[src/rtl/ansi_escape_stripper_core_assert.svh]
// ----------------------------------------------------------------------------
// Assertion macros for the escape stripper
// Shared concurrent assertion forms; each expects clk and arst_n in scope.
// ----------------------------------------------------------------------------
`ifndef ANSI_ESCAPE_STRIPPER_CORE_ASSERT_SVH
`define ANSI_ESCAPE_STRIPPER_CORE_ASSERT_SVH

// Same-cycle implication, checked out of reset
`define AES_ASSERT_NOW(lbl, ante, cons, msg) \
	lbl: assert property (@(posedge clk) disable iff (!arst_n) (ante) |-> (cons)) \
		else $error(msg);

// Next-cycle implication, checked out of reset
`define AES_ASSERT_NEXT(lbl, ante, cons, msg) \
	lbl: assert property (@(posedge clk) disable iff (!arst_n) (ante) |=> (cons)) \
		else $error(msg);

`endif

[src/rtl/aes_pkg.sv]
// ----------------------------------------------------------------------------
// aes_pkg
// Byte classes and queue entry type shared by the stripper front and back.
// ----------------------------------------------------------------------------
package aes_pkg;

	// Byte class as seen by the parser
	typedef logic [2:0] byte_class_t;

	localparam byte_class_t CLS_OTHER = 3'd0; // control byte that is dropped
	localparam byte_class_t CLS_PRINT = 3'd1; // printable, CR, LF or TAB
	localparam byte_class_t CLS_ESC   = 3'd2;
	localparam byte_class_t CLS_BEL   = 3'd3;
	localparam byte_class_t CLS_LBRK  = 3'd4;
	localparam byte_class_t CLS_RBRK  = 3'd5;
	localparam byte_class_t CLS_BSL   = 3'd6;
	localparam byte_class_t CLS_PARAM = 3'd7; // digit, ';' or '?'

	localparam logic [7:0] CH_ESC   = 8'h1B;
	localparam logic [7:0] CH_BEL   = 8'h07;
	localparam logic [7:0] CH_TAB   = 8'h09;
	localparam logic [7:0] CH_LF    = 8'h0A;
	localparam logic [7:0] CH_CR    = 8'h0D;
	localparam logic [7:0] CH_SPACE = 8'd32;
	localparam logic [7:0] CH_LBRK  = 8'h5B;
	localparam logic [7:0] CH_RBRK  = 8'h5D;
	localparam logic [7:0] CH_QUES  = 8'h3F;
	localparam logic [7:0] CH_SEMI  = 8'h3B;
	localparam logic [7:0] CH_BSL   = 8'h5C;
	localparam logic [7:0] CH_ZERO  = 8'h30;
	localparam logic [7:0] CH_NINE  = 8'h39;

	// One classified byte in the queue
	typedef struct packed {
		byte_class_t cls;
		logic [7:0]  data;
		logic        last;
	} aes_entry_t;

endpackage

[src/rtl/aes_front.sv]
// ----------------------------------------------------------------------------
// aes_front
// Accepts input transactions and registers each byte with its class.
// ----------------------------------------------------------------------------
`include "ansi_escape_stripper_core_assert.svh"

module aes_front (
	input  logic               clk,
	input  logic               arst_n,
	input  logic               s_tvalid,
	output logic               s_tready,
	input  logic [7:0]         s_tdata,   // [7:0] data_byte
	input  logic               s_tlast,
	output logic               push_valid,
	input  logic               push_ready,
	output aes_pkg::aes_entry_t push_entry
);

	logic                  valid_s1;
	logic [7:0]            data_s1;
	logic                  last_s1;
	aes_pkg::byte_class_t  cls_s1;
	aes_pkg::byte_class_t  cls_in;
	logic                  accept;

	// Classify the incoming byte
	always_comb begin
		if (s_tdata == aes_pkg::CH_ESC) begin
			cls_in = aes_pkg::CLS_ESC;
		end else if (s_tdata == aes_pkg::CH_BEL) begin
			cls_in = aes_pkg::CLS_BEL;
		end else if (s_tdata == aes_pkg::CH_LBRK) begin
			cls_in = aes_pkg::CLS_LBRK;
		end else if (s_tdata == aes_pkg::CH_RBRK) begin
			cls_in = aes_pkg::CLS_RBRK;
		end else if (s_tdata == aes_pkg::CH_BSL) begin
			cls_in = aes_pkg::CLS_BSL;
		end else if ((s_tdata >= aes_pkg::CH_ZERO && s_tdata <= aes_pkg::CH_NINE) ||
				s_tdata == aes_pkg::CH_SEMI || s_tdata == aes_pkg::CH_QUES) begin
			cls_in = aes_pkg::CLS_PARAM;
		end else if (s_tdata >= aes_pkg::CH_SPACE || s_tdata == aes_pkg::CH_CR ||
				s_tdata == aes_pkg::CH_LF || s_tdata == aes_pkg::CH_TAB) begin
			cls_in = aes_pkg::CLS_PRINT;
		end else begin
			cls_in = aes_pkg::CLS_OTHER;
		end
	end

	// Take a new transaction whenever the stage is empty or drains this cycle
	assign s_tready = !valid_s1 || push_ready;
	assign accept   = s_tvalid && s_tready;

	always_ff @(posedge clk or negedge arst_n) begin
		if (!arst_n) begin
			valid_s1 <= 1'b0;
		end else if (s_tready) begin
			valid_s1 <= s_tvalid;
		end
	end

	// Hold payload until the queue takes it
	always_ff @(posedge clk) begin
		if (accept) begin
			data_s1 <= s_tdata;
			last_s1 <= s_tlast;
			cls_s1  <= cls_in;
		end
	end

	assign push_valid = valid_s1;
	assign push_entry = '{cls: cls_s1, data: data_s1, last: last_s1};

	`AES_ASSERT_NEXT(a_front_hold, valid_s1 && !push_ready,
		valid_s1 && $stable(data_s1) && $stable(cls_s1) && $stable(last_s1),
		"front stage lost or changed a byte while the queue was full")
	`AES_ASSERT_NOW(a_front_ready, !s_tready, valid_s1,
		"front stalled with an empty stage")
	`AES_ASSERT_NEXT(a_front_cls, accept && s_tdata == aes_pkg::CH_ESC,
		cls_s1 == aes_pkg::CLS_ESC, "escape byte misclassified")

endmodule

[src/rtl/aes_fifo.sv]
// ----------------------------------------------------------------------------
// aes_fifo
// Two-entry queue of classified bytes between the front and the back.
// ----------------------------------------------------------------------------
`include "ansi_escape_stripper_core_assert.svh"

module aes_fifo (
	input  logic                clk,
	input  logic                arst_n,
	input  logic                push_valid,
	output logic                push_ready,
	input  aes_pkg::aes_entry_t push_entry,
	output logic                pop_valid,
	input  logic                pop_ready,
	output aes_pkg::aes_entry_t pop_entry
);

	aes_pkg::aes_entry_t mem_q [2];
	logic                wr_ptr_q;
	logic                rd_ptr_q;
	logic [1:0]          count_q;
	logic                push;
	logic                pop;

	assign push_ready = (count_q != 2'd2);
	assign pop_valid  = (count_q != 2'd0);
	assign push       = push_valid && push_ready;
	assign pop        = pop_valid && pop_ready;
	assign pop_entry  = mem_q[rd_ptr_q];

	// Store the pushed entry
	always_ff @(posedge clk) begin
		if (push) begin
			mem_q[wr_ptr_q] <= push_entry;
		end
	end

	// Advance pointers and occupancy
	always_ff @(posedge clk or negedge arst_n) begin
		if (!arst_n) begin
			wr_ptr_q <= 1'b0;
			rd_ptr_q <= 1'b0;
			count_q  <= 2'd0;
		end else begin
			if (push) begin
				wr_ptr_q <= !wr_ptr_q;
			end
			if (pop) begin
				rd_ptr_q <= !rd_ptr_q;
			end
			if (push && !pop) begin
				count_q <= count_q + 2'd1;
			end else if (pop && !push) begin
				count_q <= count_q - 2'd1;
			end
		end
	end

	`AES_ASSERT_NOW(a_fifo_bound, 1'b1, count_q != 2'd3, "queue occupancy overflow")
	`AES_ASSERT_NOW(a_fifo_ptrs, count_q == 2'd0 || count_q == 2'd2,
		wr_ptr_q == rd_ptr_q, "queue pointers disagree with occupancy")

endmodule

[src/rtl/aes_back.sv]
// ----------------------------------------------------------------------------
// aes_back
// Runs the escape parser on classified bytes and registers each result.
// ----------------------------------------------------------------------------
`include "ansi_escape_stripper_core_assert.svh"

module aes_back (
	input  logic                clk,
	input  logic                arst_n,
	input  logic                pop_valid,
	output logic                pop_ready,
	input  aes_pkg::aes_entry_t pop_entry,
	output logic                m_tvalid,
	input  logic                m_tready,
	output logic [7:0]          m_tdata,   // [7:0] out_byte
	output logic                m_tuser,   // [0] keep
	output logic                m_tlast
);

	localparam logic [2:0] MODE_NORMAL  = 3'd0;
	localparam logic [2:0] MODE_ESC     = 3'd1;
	localparam logic [2:0] MODE_CSI     = 3'd2;
	localparam logic [2:0] MODE_OSC     = 3'd3;
	localparam logic [2:0] MODE_OSC_ESC = 3'd4;

	logic [2:0] mode_q;
	logic [2:0] mode_next;
	logic       keep;
	logic       pop;
	logic       valid_q;
	logic [7:0] data_q;
	logic       keep_q;
	logic       last_q;

	// Decide keep and next mode for the byte at the queue head
	always_comb begin
		keep      = 1'b0;
		mode_next = MODE_NORMAL;
		unique case (mode_q)
			MODE_ESC: begin
				if (pop_entry.cls == aes_pkg::CLS_LBRK) begin
					mode_next = MODE_CSI;
				end else if (pop_entry.cls == aes_pkg::CLS_RBRK) begin
					mode_next = MODE_OSC;
				end
			end
			MODE_CSI: begin
				if (pop_entry.cls == aes_pkg::CLS_PARAM) begin
					mode_next = MODE_CSI;
				end
			end
			MODE_OSC: begin
				if (pop_entry.cls == aes_pkg::CLS_ESC) begin
					mode_next = MODE_OSC_ESC;
				end else if (pop_entry.cls != aes_pkg::CLS_BEL) begin
					mode_next = MODE_OSC;
				end
			end
			MODE_OSC_ESC: begin
				if (pop_entry.cls == aes_pkg::CLS_ESC) begin
					mode_next = MODE_OSC_ESC;
				end else if (pop_entry.cls != aes_pkg::CLS_BSL &&
						pop_entry.cls != aes_pkg::CLS_BEL) begin
					mode_next = MODE_OSC;
				end
			end
			default: begin
				if (pop_entry.cls == aes_pkg::CLS_ESC) begin
					mode_next = MODE_ESC;
				end else begin
					case (pop_entry.cls) inside
						aes_pkg::CLS_PRINT, aes_pkg::CLS_LBRK, aes_pkg::CLS_RBRK,
						aes_pkg::CLS_BSL, aes_pkg::CLS_PARAM: keep = 1'b1;
						default: keep = 1'b0;
					endcase
				end
			end
		endcase
	end

	// Pop whenever the output register is free or being taken
	assign pop_ready = !valid_q || m_tready;
	assign pop       = pop_valid && pop_ready;

	always_ff @(posedge clk or negedge arst_n) begin
		if (!arst_n) begin
			mode_q  <= MODE_NORMAL;
			valid_q <= 1'b0;
		end else begin
			if (pop_ready) begin
				valid_q <= pop_valid;
			end
			if (pop) begin
				mode_q <= pop_entry.last ? MODE_NORMAL : mode_next;
			end
		end
	end

	// Load the result register
	always_ff @(posedge clk) begin
		if (pop) begin
			data_q <= pop_entry.data;
			keep_q <= keep;
			last_q <= pop_entry.last;
		end
	end

	assign m_tvalid = valid_q;
	assign m_tdata  = data_q;
	assign m_tuser  = keep_q;
	assign m_tlast  = last_q;

	`AES_ASSERT_NEXT(a_back_last, pop && pop_entry.last, mode_q == MODE_NORMAL,
		"parser not back in normal mode after last byte")
	`AES_ASSERT_NOW(a_back_keep, pop && keep, mode_q != MODE_ESC && mode_q != MODE_CSI &&
		mode_q != MODE_OSC && mode_q != MODE_OSC_ESC, "byte kept inside a sequence")
	`AES_ASSERT_NOW(a_back_mode, 1'b1, mode_q <= MODE_OSC_ESC, "unused parser mode")

endmodule

[src/rtl/ansi_escape_stripper_core.sv]
// One byte of terminal output enters per transaction on the s_ side and one
// result leaves per transaction on the m_ side: the byte itself in m_tdata,
// a keep flag in m_tuser (1 when the byte belongs in the cleaned text) and the
// end-of-buffer mark in m_tlast. CSI and OSC sequences and two-byte escapes
// are marked as dropped; the parser returns to normal text after every byte
// marked last. The block sustains one byte per clock cycle while the output
// is not stalled; the mode register in the back part updates once per byte
// and sets that rate. An accepted byte passes through the front register,
// the queue and the result register on its way to the output, and either
// side may stall without blocking the other until the two-entry queue fills.
// ----------------------------------------------------------------------------
// ansi_escape_stripper_core
// Top level: classifying front, queue, and parsing back end.
// ----------------------------------------------------------------------------
module ansi_escape_stripper_core (
	input  logic       clk,
	input  logic       arst_n,
	input  logic       s_tvalid,
	output logic       s_tready,
	input  logic [7:0] s_tdata,   // [7:0] data_byte
	input  logic       s_tlast,   // end_of_buffer
	output logic       m_tvalid,
	input  logic       m_tready,
	output logic [7:0] m_tdata,   // [7:0] out_byte
	output logic       m_tuser,   // [0] keep
	output logic       m_tlast    // out_last
);

	logic                push_valid;
	logic                push_ready;
	aes_pkg::aes_entry_t push_entry;
	logic                pop_valid;
	logic                pop_ready;
	aes_pkg::aes_entry_t pop_entry;

	aes_front u_front (
		.clk        (clk),
		.arst_n     (arst_n),
		.s_tvalid   (s_tvalid),
		.s_tready   (s_tready),
		.s_tdata    (s_tdata),
		.s_tlast    (s_tlast),
		.push_valid (push_valid),
		.push_ready (push_ready),
		.push_entry (push_entry)
	);

	aes_fifo u_fifo (
		.clk        (clk),
		.arst_n     (arst_n),
		.push_valid (push_valid),
		.push_ready (push_ready),
		.push_entry (push_entry),
		.pop_valid  (pop_valid),
		.pop_ready  (pop_ready),
		.pop_entry  (pop_entry)
	);

	aes_back u_back (
		.clk       (clk),
		.arst_n    (arst_n),
		.pop_valid (pop_valid),
		.pop_ready (pop_ready),
		.pop_entry (pop_entry),
		.m_tvalid  (m_tvalid),
		.m_tready  (m_tready),
		.m_tdata   (m_tdata),
		.m_tuser   (m_tuser),
		.m_tlast   (m_tlast)
	);

endmodule
[config.mk]
export PLATFORM = sky130hd
export DESIGN_NAME = ansi_escape_stripper_core
export DESIGN_NICKNAME = d
export VERILOG_FILES = /design/src/rtl/aes_pkg.sv /design/src/rtl/aes_front.sv /design/src/rtl/aes_fifo.sv /design/src/rtl/aes_back.sv /design/src/rtl/ansi_escape_stripper_core.sv
export VERILOG_INCLUDE_DIRS = /design/src /design/src/rtl
export SDC_FILE = /design/constraint.sdc
export NUM_CORES = 1
export LEC_CHECK = 0
export ABC_AREA = 1
export CAP_MARGIN = 40
export CORE_MARGIN = 2
export CORE_UTILIZATION = 52
export DETAILED_ROUTE_END_ITERATION = 7
export DONT_BUFFER_PORTS = 1
export GPL_TIMING_DRIVEN = 0
export PLACE_DENSITY = 0.7
export SLEW_MARGIN = 20
export SYNTH_ARGS = -nofsm -noshare
export SYNTH_HDL_FRONTEND = slang
export SYNTH_SLANG_ARGS = --single-unit
[constraint.sdc]
create_clock -name clk -period 1.7 [get_ports clk]
set_clock_uncertainty 0.05 [all_clocks]
set_input_delay 0.34 -clock clk [delete_from_list [all_inputs] [get_ports clk]]
set_output_delay 0.34 -clock clk [all_outputs]
set_load 0.02 [all_outputs]
* Word level (Yosys, flattened, before mapping)
Memories as Yosys holds them, arrays and structs flattened. Index checks and enable logic that the tools add are counted.
Storage, ports and cells: input port bits 13, memories kept 1, logic and storage cells 88, memory bits (writable) 24, bits in registers 31
Memories:
- u_fifo.mem_q | depth 2, width 12, read ports 1, clocked after Yosys merged registers in 0, wr ports 1, RTL line aes_fifo.sv:18 | aes_pkg::aes_entry_t mem_q [2];
Cells by class: magnitude comparators 3, reductions and logical operators 25, eq/ne operators 23, add/subtract/negate cells 2, mux-type cells 21
Operators by type and width (count):
- $eq 8x4->1 const B | 3
- $eq 8x7->1 const B | 3
- $mux 3 | 8
- $eq 8x6->1 const B | 2
- $ge 8x6->1 const B | 2
- $eq 3x3->1 const B | 5
- $mux 2 | 6
- $pmux 3 s4 | 1
- $reduce_or 5->1 | 2
- $eq 3x2->1 const B | 3
- $eq 8x3->1 const B | 1
- $eq 8x5->1 const B | 1
- $le 8x6->1 const B | 1
- $logic_and 1x1->1 | 7
- $logic_or 1x1->1 | 7
- $eq 3x1->1 const B | 2
- $logic_not 1->1 | 6
- $mux 1 | 6
- $reduce_bool 2->1 | 2
- $ne 3x2->1 const B | 1
- $ne 3x3->1 const B | 1
- $add 2x1->2 const B | 1
- $ne 2x2->1 const B | 1
- $reduce_or 2->1 | 1
- $sub 2x1->2 const B | 1

* Logic depth before layout (Yosys ltp)
depth in word-level cells 10, depth in mapped cells 9

* Modules after synthesis
From an unflattened synthesis, not the netlist that was laid out.
Unflattened totals: cells, all modules 225, area, all modules 2378.5 µm²
By module, submodules not included:
- aes_fifo | area an instance 1119.8 µm², instances 1, cells each 91, sequential area each 820.8 µm²
- aes_front | area an instance 630.6 µm², instances 1, cells each 68, sequential area each 385.4 µm²
- aes_back | area an instance 628.1 µm², instances 1, cells each 66, sequential area each 400.4 µm²

* Worst setup path before layout
Ideal clock, no wire load.
kind flip-flop to flip-flop, start point reg u_back.valid_q (netlist: u_back.m_tvalid), end point reg u_fifo.count_q[1], path slack -63 ps, setup time 131 ps, cell stages (with the launch flop) 9, data arrival time 1582 ps, cell sequence dfrtp_1 inv_1 nor2_1 nor2_4 inv_1 ha_1 a21oi_1 o21ai_0 xor2_1
On the way: cells in the longest elaborated chain, start to end 6, elaborated cells on any way between the ends 8, classes of those cells 1 x mux; 7 x reduce/logical
RTL lines:
- start: declaration | RTL line aes_back.sv:30 | logic valid_q;
- start signal: assignment | RTL line aes_back.sv:91 | valid_q <= pop_valid;
- $logic_not 1->1 * | RTL line aes_back.sv:82 | assign pop_ready = !valid_q || m_tready;
- $logic_or 1x1->1 * | RTL line aes_back.sv:82
- $logic_and 1x1->1 *
- via u_back.pop | RTL line aes_back.sv:29 | logic pop;
- $logic_not 1->1 | RTL line aes_fifo.sv:51 | if (push && !pop) begin
- $logic_and 1x1->1 | RTL line aes_fifo.sv:51
- $mux 2 / $reduce_bool 2->1 (equally long branches)
- end signal: assignment | RTL line aes_fifo.sv:52 | count_q <= count_q + 2'd1;
- end signal: assignment | RTL line aes_fifo.sv:54 | count_q <= count_q - 2'd1;
- end: declaration | RTL line aes_fifo.sv:21 | logic [1:0] count_q;
The timed path passes the listed nets; every way through them passes the cells marked *. A chain may end at the register's enable or synchronous reset.

* Worst setup path in the final report
start point reg u_fifo.count_q[0], end point reg u_front.data_s1[4] (enable)
On the way: cells in the longest elaborated chain, start to end 3
RTL lines:
- $ne 2x2->1 | RTL line aes_fifo.sv:25 | assign push_ready = (count_q != 2'd2);
- $logic_or 1x1->1 | RTL line aes_front.sv:50 | assign s_tready = !valid_s1 || push_ready;
- via s_tready | RTL line ansi_escape_stripper_core.sv:19 | output logic s_tready,
- $logic_and 1x1->1 | RTL line aes_front.sv:51 | assign accept = s_tvalid && s_tready;
- via u_front.accept | RTL line aes_front.sv:24 | logic accept;
- end signal: assignment | RTL line aes_front.sv:64 | data_s1 <= s_tdata;
- end: declaration | RTL line aes_front.sv:20 | logic [7:0] data_s1;
The timed path passes the listed nets, and every way through them passes these cells.

==> impl_results.html <==
<table>
<tr><th>Metric</th><th>Value</th></tr>
<tr><th colspan="2">Pwr</th></tr>
<tr><td>Internal</td><td>2.859 mW</td></tr>
<tr><td>Comb pwr share</td><td>0.260</td></tr>
<tr><td>P per Cell Area</td><td>1726 mW/mm²</td></tr>
<tr><td>Max IR drop VDD</td><td>991.0 µV</td></tr>
<tr><td>Switching part of the total power</td><td>0.3433</td></tr>
<tr><td>Sum of internal, switching and leakage power</td><td>4.353 mW</td></tr>
<tr><td>Net load switching power</td><td>1.494 mW</td></tr>
<tr><td>Sequential share of power</td><td>0.550</td></tr>
<tr><td>Leakage power</td><td>1.040 nW</td></tr>
<tr><td>Relative contribution of the clock network to total power</td><td>0.190</td></tr>
<tr><th colspan="2">Placement</th></tr>
<tr><td>Gpl congestion</td><td>0.7765</td></tr>
<tr><td>Number of port buffers</td><td>0</td></tr>
<tr><td>Hpwl dp</td><td>2437 µm</td></tr>
<tr><td>Post-Place Worst Slack</td><td>-0.1371 ns</td></tr>
<tr><th colspan="2">GRT</th></tr>
<tr><td>Number of global-route vias before repair</td><td>1294</td></tr>
<tr><td>Global-route wire length before repair</td><td>5644 µm</td></tr>
<tr><td>Maximum number of pins on one net before global-route repair</td><td>17</td></tr>
<tr><td>Total global-route track usage</td><td>0.1495</td></tr>
<tr><td>Number of antenna violations at the first check in global routing</td><td>0</td></tr>
<tr><td>Total gr overflow</td><td>0</td></tr>
<tr><th colspan="2">Final layout</th></tr>
<tr><td>Net count of the finished layout</td><td>233</td></tr>
<tr><td>Fill cell instance count of the final layout</td><td>348</td></tr>
<tr><td>Commonest non-fill, non-tap cell in the layout</td><td>nand2_1</td></tr>
<tr><td>Diode count</td><td>0</td></tr>
<tr><td>Layout cells sized above 1</td><td>0.1233</td></tr>
<tr><td>Layout area overhead</td><td>10.28%</td></tr>
<tr><td>Most frequent cells in the layout</td><td>62 x nand2_1, 46 x edfxtp_1, 23 x inv_1, 19 x nor2_1, 10 x nand3_1</td></tr>
<tr><th colspan="2">Logic synthesis</th></tr>
<tr><td>Mean instance size in the synthesized netlist</td><td>11.05 µm²</td></tr>
<tr><td>Number of warnings reported in the yosys synthesis log</td><td>0</td></tr>
<tr><td>Flip-flop and latch count after synthesis</td><td>55</td></tr>
<tr><td>Number of nets produced by synthesis</td><td>221</td></tr>
<tr><td>Number of distinct standard cells referenced by the synthesized netlist</td><td>24</td></tr>
<tr><td>Syn Std Cell Area</td><td>0.002287 mm²</td></tr>
<tr><td>Mapped Cells</td><td>207</td></tr>
<tr><td>Sequential area share after synthesis</td><td>0.7024</td></tr>
<tr><th colspan="2">Clocking</th></tr>
<tr><td>Clock transition at the registers of the reported paths</td><td>0.09 ns</td></tr>
<tr><td>Latest clock arrival within the worst-skew pair</td><td>0.30 ns</td></tr>
<tr><td>Number of buffers created by CTS</td><td>5</td></tr>
<tr><td>Number of buffers on the longest clock path</td><td>2</td></tr>
<tr><td>Number of clock sinks seen by CTS</td><td>55</td></tr>
<tr><td>Library cell used as clock root buffer</td><td>clkbuf_8</td></tr>
<tr><td>TritonCTS clock tree</td><td>built</td></tr>
<tr><td>H-tree level count</td><td>2</td></tr>
<tr><th colspan="2">STA</th></tr>
<tr><td>Final Max Tran Viols</td><td>0</td></tr>
<tr><td>Final-layout worst hold slack</td><td>0.08124 ns</td></tr>
<tr><td>Setup repair after global routing missed its margin</td><td>no</td></tr>
<tr><td>Post-route clock period utilization</td><td>0.9193</td></tr>
<tr><td>Final critical-path required period</td><td>1.563 ns</td></tr>
<tr><td>Final Hold Vio Count</td><td>0</td></tr>
<tr><td>Number of setup violations in the final report</td><td>0</td></tr>
<tr><td>Slew of the pin with the lowest slew margin</td><td>0.4061 ns</td></tr>
<tr><td>Fmax achieved</td><td>639.9 MHz</td></tr>
<tr><td>Slew headroom</td><td>0.7284</td></tr>
<tr><td>Worst Slack Setup Final</td><td>0.1372 ns</td></tr>
<tr><th colspan="2">Worst hold path</th></tr>
<tr><td>Hold path depth</td><td>1</td></tr>
<tr><td>Hold path startpoint</td><td>m_tready</td></tr>
<tr><td>Path type of the worst min-delay path</td><td>in2reg</td></tr>
<tr><td>Worst Hold Path EP</td><td>u_back.m_tvalid</td></tr>
<tr><th colspan="2">Floorplan</th></tr>
<tr><td>Die Height</td><td>70.32 µm</td></tr>
<tr><td>Core region area</td><td>0.004294 mm²</td></tr>
<tr><td>Die Area</td><td>0.004945 mm²</td></tr>
<tr><td>Ports</td><td>25</td></tr>
<tr><td>Site row count</td><td>24</td></tr>
<tr><td>Die boundary width</td><td>70.32 µm</td></tr>
<tr><td>Initial Util</td><td>0.5326</td></tr>
<tr><th colspan="2">Setup path</th></tr>
<tr><td>Arrival time at the worst endpoint</td><td>1.54 ns</td></tr>
<tr><td>Kind of start point of the critical path</td><td>flip-flop</td></tr>
<tr><td>Endpoint of the worst register-to-register path</td><td>u_front.data_s1[4]</td></tr>
<tr><td>Largest fanout of any net on the critical path</td><td>6</td></tr>
<tr><td>Crit end category</td><td>flip-flop</td></tr>
<tr><td>Worst r2r path cells</td><td>4</td></tr>
<tr><td>Critical path data required time</td><td>1.68 ns</td></tr>
<tr><td>Worst reg-to-reg setup slack</td><td>0.14 ns</td></tr>
<tr><td>Reg2reg start</td><td>u_fifo.count_q[0]</td></tr>
<tr><td>Type of the setup path with the least slack</td><td>reg2reg</td></tr>
<tr><th colspan="2">Drt</th></tr>
<tr><td>Via total after detailed routing</td><td>1386</td></tr>
<tr><td>Vias per cell</td><td>5.114</td></tr>
<tr><td>Final WL</td><td>3452 µm</td></tr>
<tr><td>Detail-routed net length per standard cell</td><td>12.74 µm</td></tr>
<tr><td>Detailed-router iteration count before antenna repair</td><td>4</td></tr>
<tr><td>Final ANT Viol Nets</td><td>0</td></tr>
<tr><td>Iteration-0 DRC Markers</td><td>51</td></tr>
<tr><td>Number of remaining DRC errors</td><td>0</td></tr>
<tr><th colspan="2">Flow run</th></tr>
<tr><td>Max-Cap Viols</td><td>0</td></tr>
<tr><th colspan="2">Status</th></tr>
<tr><td>Status</td><td>complete, no violations</td></tr>
</table>
kinds of logic after synthesis:
kind of cell / count (synthesis) / share of synthesized area
AO/OA/AOI/OAI: 15 / 0.03830
XOR/XNOR: 3 / 0.01149
adder cells (fa/ha/maj): 1 / 0.005470
buffers and inverters: 28 / 0.04978
flip-flops: 55 / 0.7024
AND/OR/NAND/NOR: 105 / 0.1926
stage by stage:
| stage | cell area [µm²] | utilization | TNS (ns) | instances |
|---|---|---|---|---|
| 5_1_grt | 2522 | 0.5874 | 0 | 271 |
| 6_report | 2522 | 0.5874 | 0 | 271 |
| 3_5_place_dp | 2381 | 0.5545 | -0.1371 | 261 |
| 3_3_place_gp | 2366 | 0.5510 | -3.433 | 259 |
| 2_1_floorplan | 2301 | - | 0 | 207 |
| 4_1_cts | 2505 | 0.5833 | 0 | 270 |
critical path, stage by stage, from the launching register on:
cell and delay [ns]:
dfrtp_1 0.45, inv_1 0.11, nand3_1 0.26, nand2_2 0.23, clkinvlp_4 0.19
flip-flops by register name (all words and copies together), names as in the netlist, 2 cells and up:
signal and flops:
u_fifo.count_q 2, u_fifo.mem_q 24, u_back.mode_q 3, u_front.data_s1 8, u_front.cls_s1 3, u_back.m_tdata 8
worst max path at each step:
stage	from	depth (start not counted)	slack [ns]	end
4_1_cts	u_fifo.count_q[0]	4	0.08	u_front.cls_s1[1]
5_1_grt	u_fifo.count_q[0]	7	0.02	u_fifo.count_q[1]
2_1_floorplan	u_back.m_tvalid	8	0.02	u_fifo.count_q[1]
3_3_place_gp	u_fifo.count_q[1]	3	-0.16	u_fifo.mem_q[1][5]
3_5_place_dp	u_back.m_tvalid	8	-0.14	u_fifo.count_q[1]
6_report	u_fifo.count_q[0]	4	0.14	u_front.data_s1[4]
metal layers:
layer  track usage  vias up  share of wire  wire, µm
li1              -      706              -         -
met3       0.05339        2          0.045       155
met4       0.05769        0         0.0096        33
met1        0.1863      642           0.45      1559
met2        0.2390       36           0.49      1704
met5             0        -              0         0
cell usage after synthesis:
cell type  count  area share
a21oi_2        1      0.0038
dfrtp_1        9       0.098
xnor2_1        1      0.0038
o21ai_2        1      0.0038
ha_1           1      0.0055
buf_6          1      0.0049
nor2_1        19       0.031
a21oi_1        3      0.0066
nor3_1         4      0.0088
nand3b_1       1      0.0033
nand2_1       63        0.10
o211ai_1       1      0.0033
nand3_1       10       0.022
o21a_1         1      0.0033
nor2_2         1      0.0027
nor2_4         1      0.0049
buf_2          1      0.0022
edfxtp_1      46        0.60
inv_1         25       0.041
o21ai_0        8       0.018
inv_2          1      0.0016
nand4_1        3      0.0082
xor2_1         2      0.0077
nand2_2        3      0.0082
power by group through the flow:
stage	clock, mW	sequential (mW)	combinational, mW
6_report	0.826	2.39	1.13
5_1_grt	0.907	2.43	1.30
4_1_cts	0.845	2.39	1.12
3_5_place_dp	0	2.42	1.10
3_3_place_gp	0	2.40	1.03
2_1_floorplan	0	2.36	0.863
area by class of cell:
cell class              count  area (µm²)  area share
flip-flops and latches     55        1608      0.6374
clock buffers               5       68.82     0.02728
clock inverters             2       37.54     0.01488
plain buffers               2       16.27    0.006448
inverters                  26       101.3     0.04018
well taps                  52       65.06     0.02579
repair inverters            1       7.507    0.002976
multi-input cells         124       585.6      0.2321
repair buffers              4       32.53     0.01290
timing repair:
item,in CTS,in global routing
buffers inserted,1,0
setup endpoints to repair,1,13
endpoints found under the hold margin,9,0
pin swaps,1,0
resized for setup,1,4
hold buffers,1,0
cloned,0,1
Power figures use the tool's default switching activity.
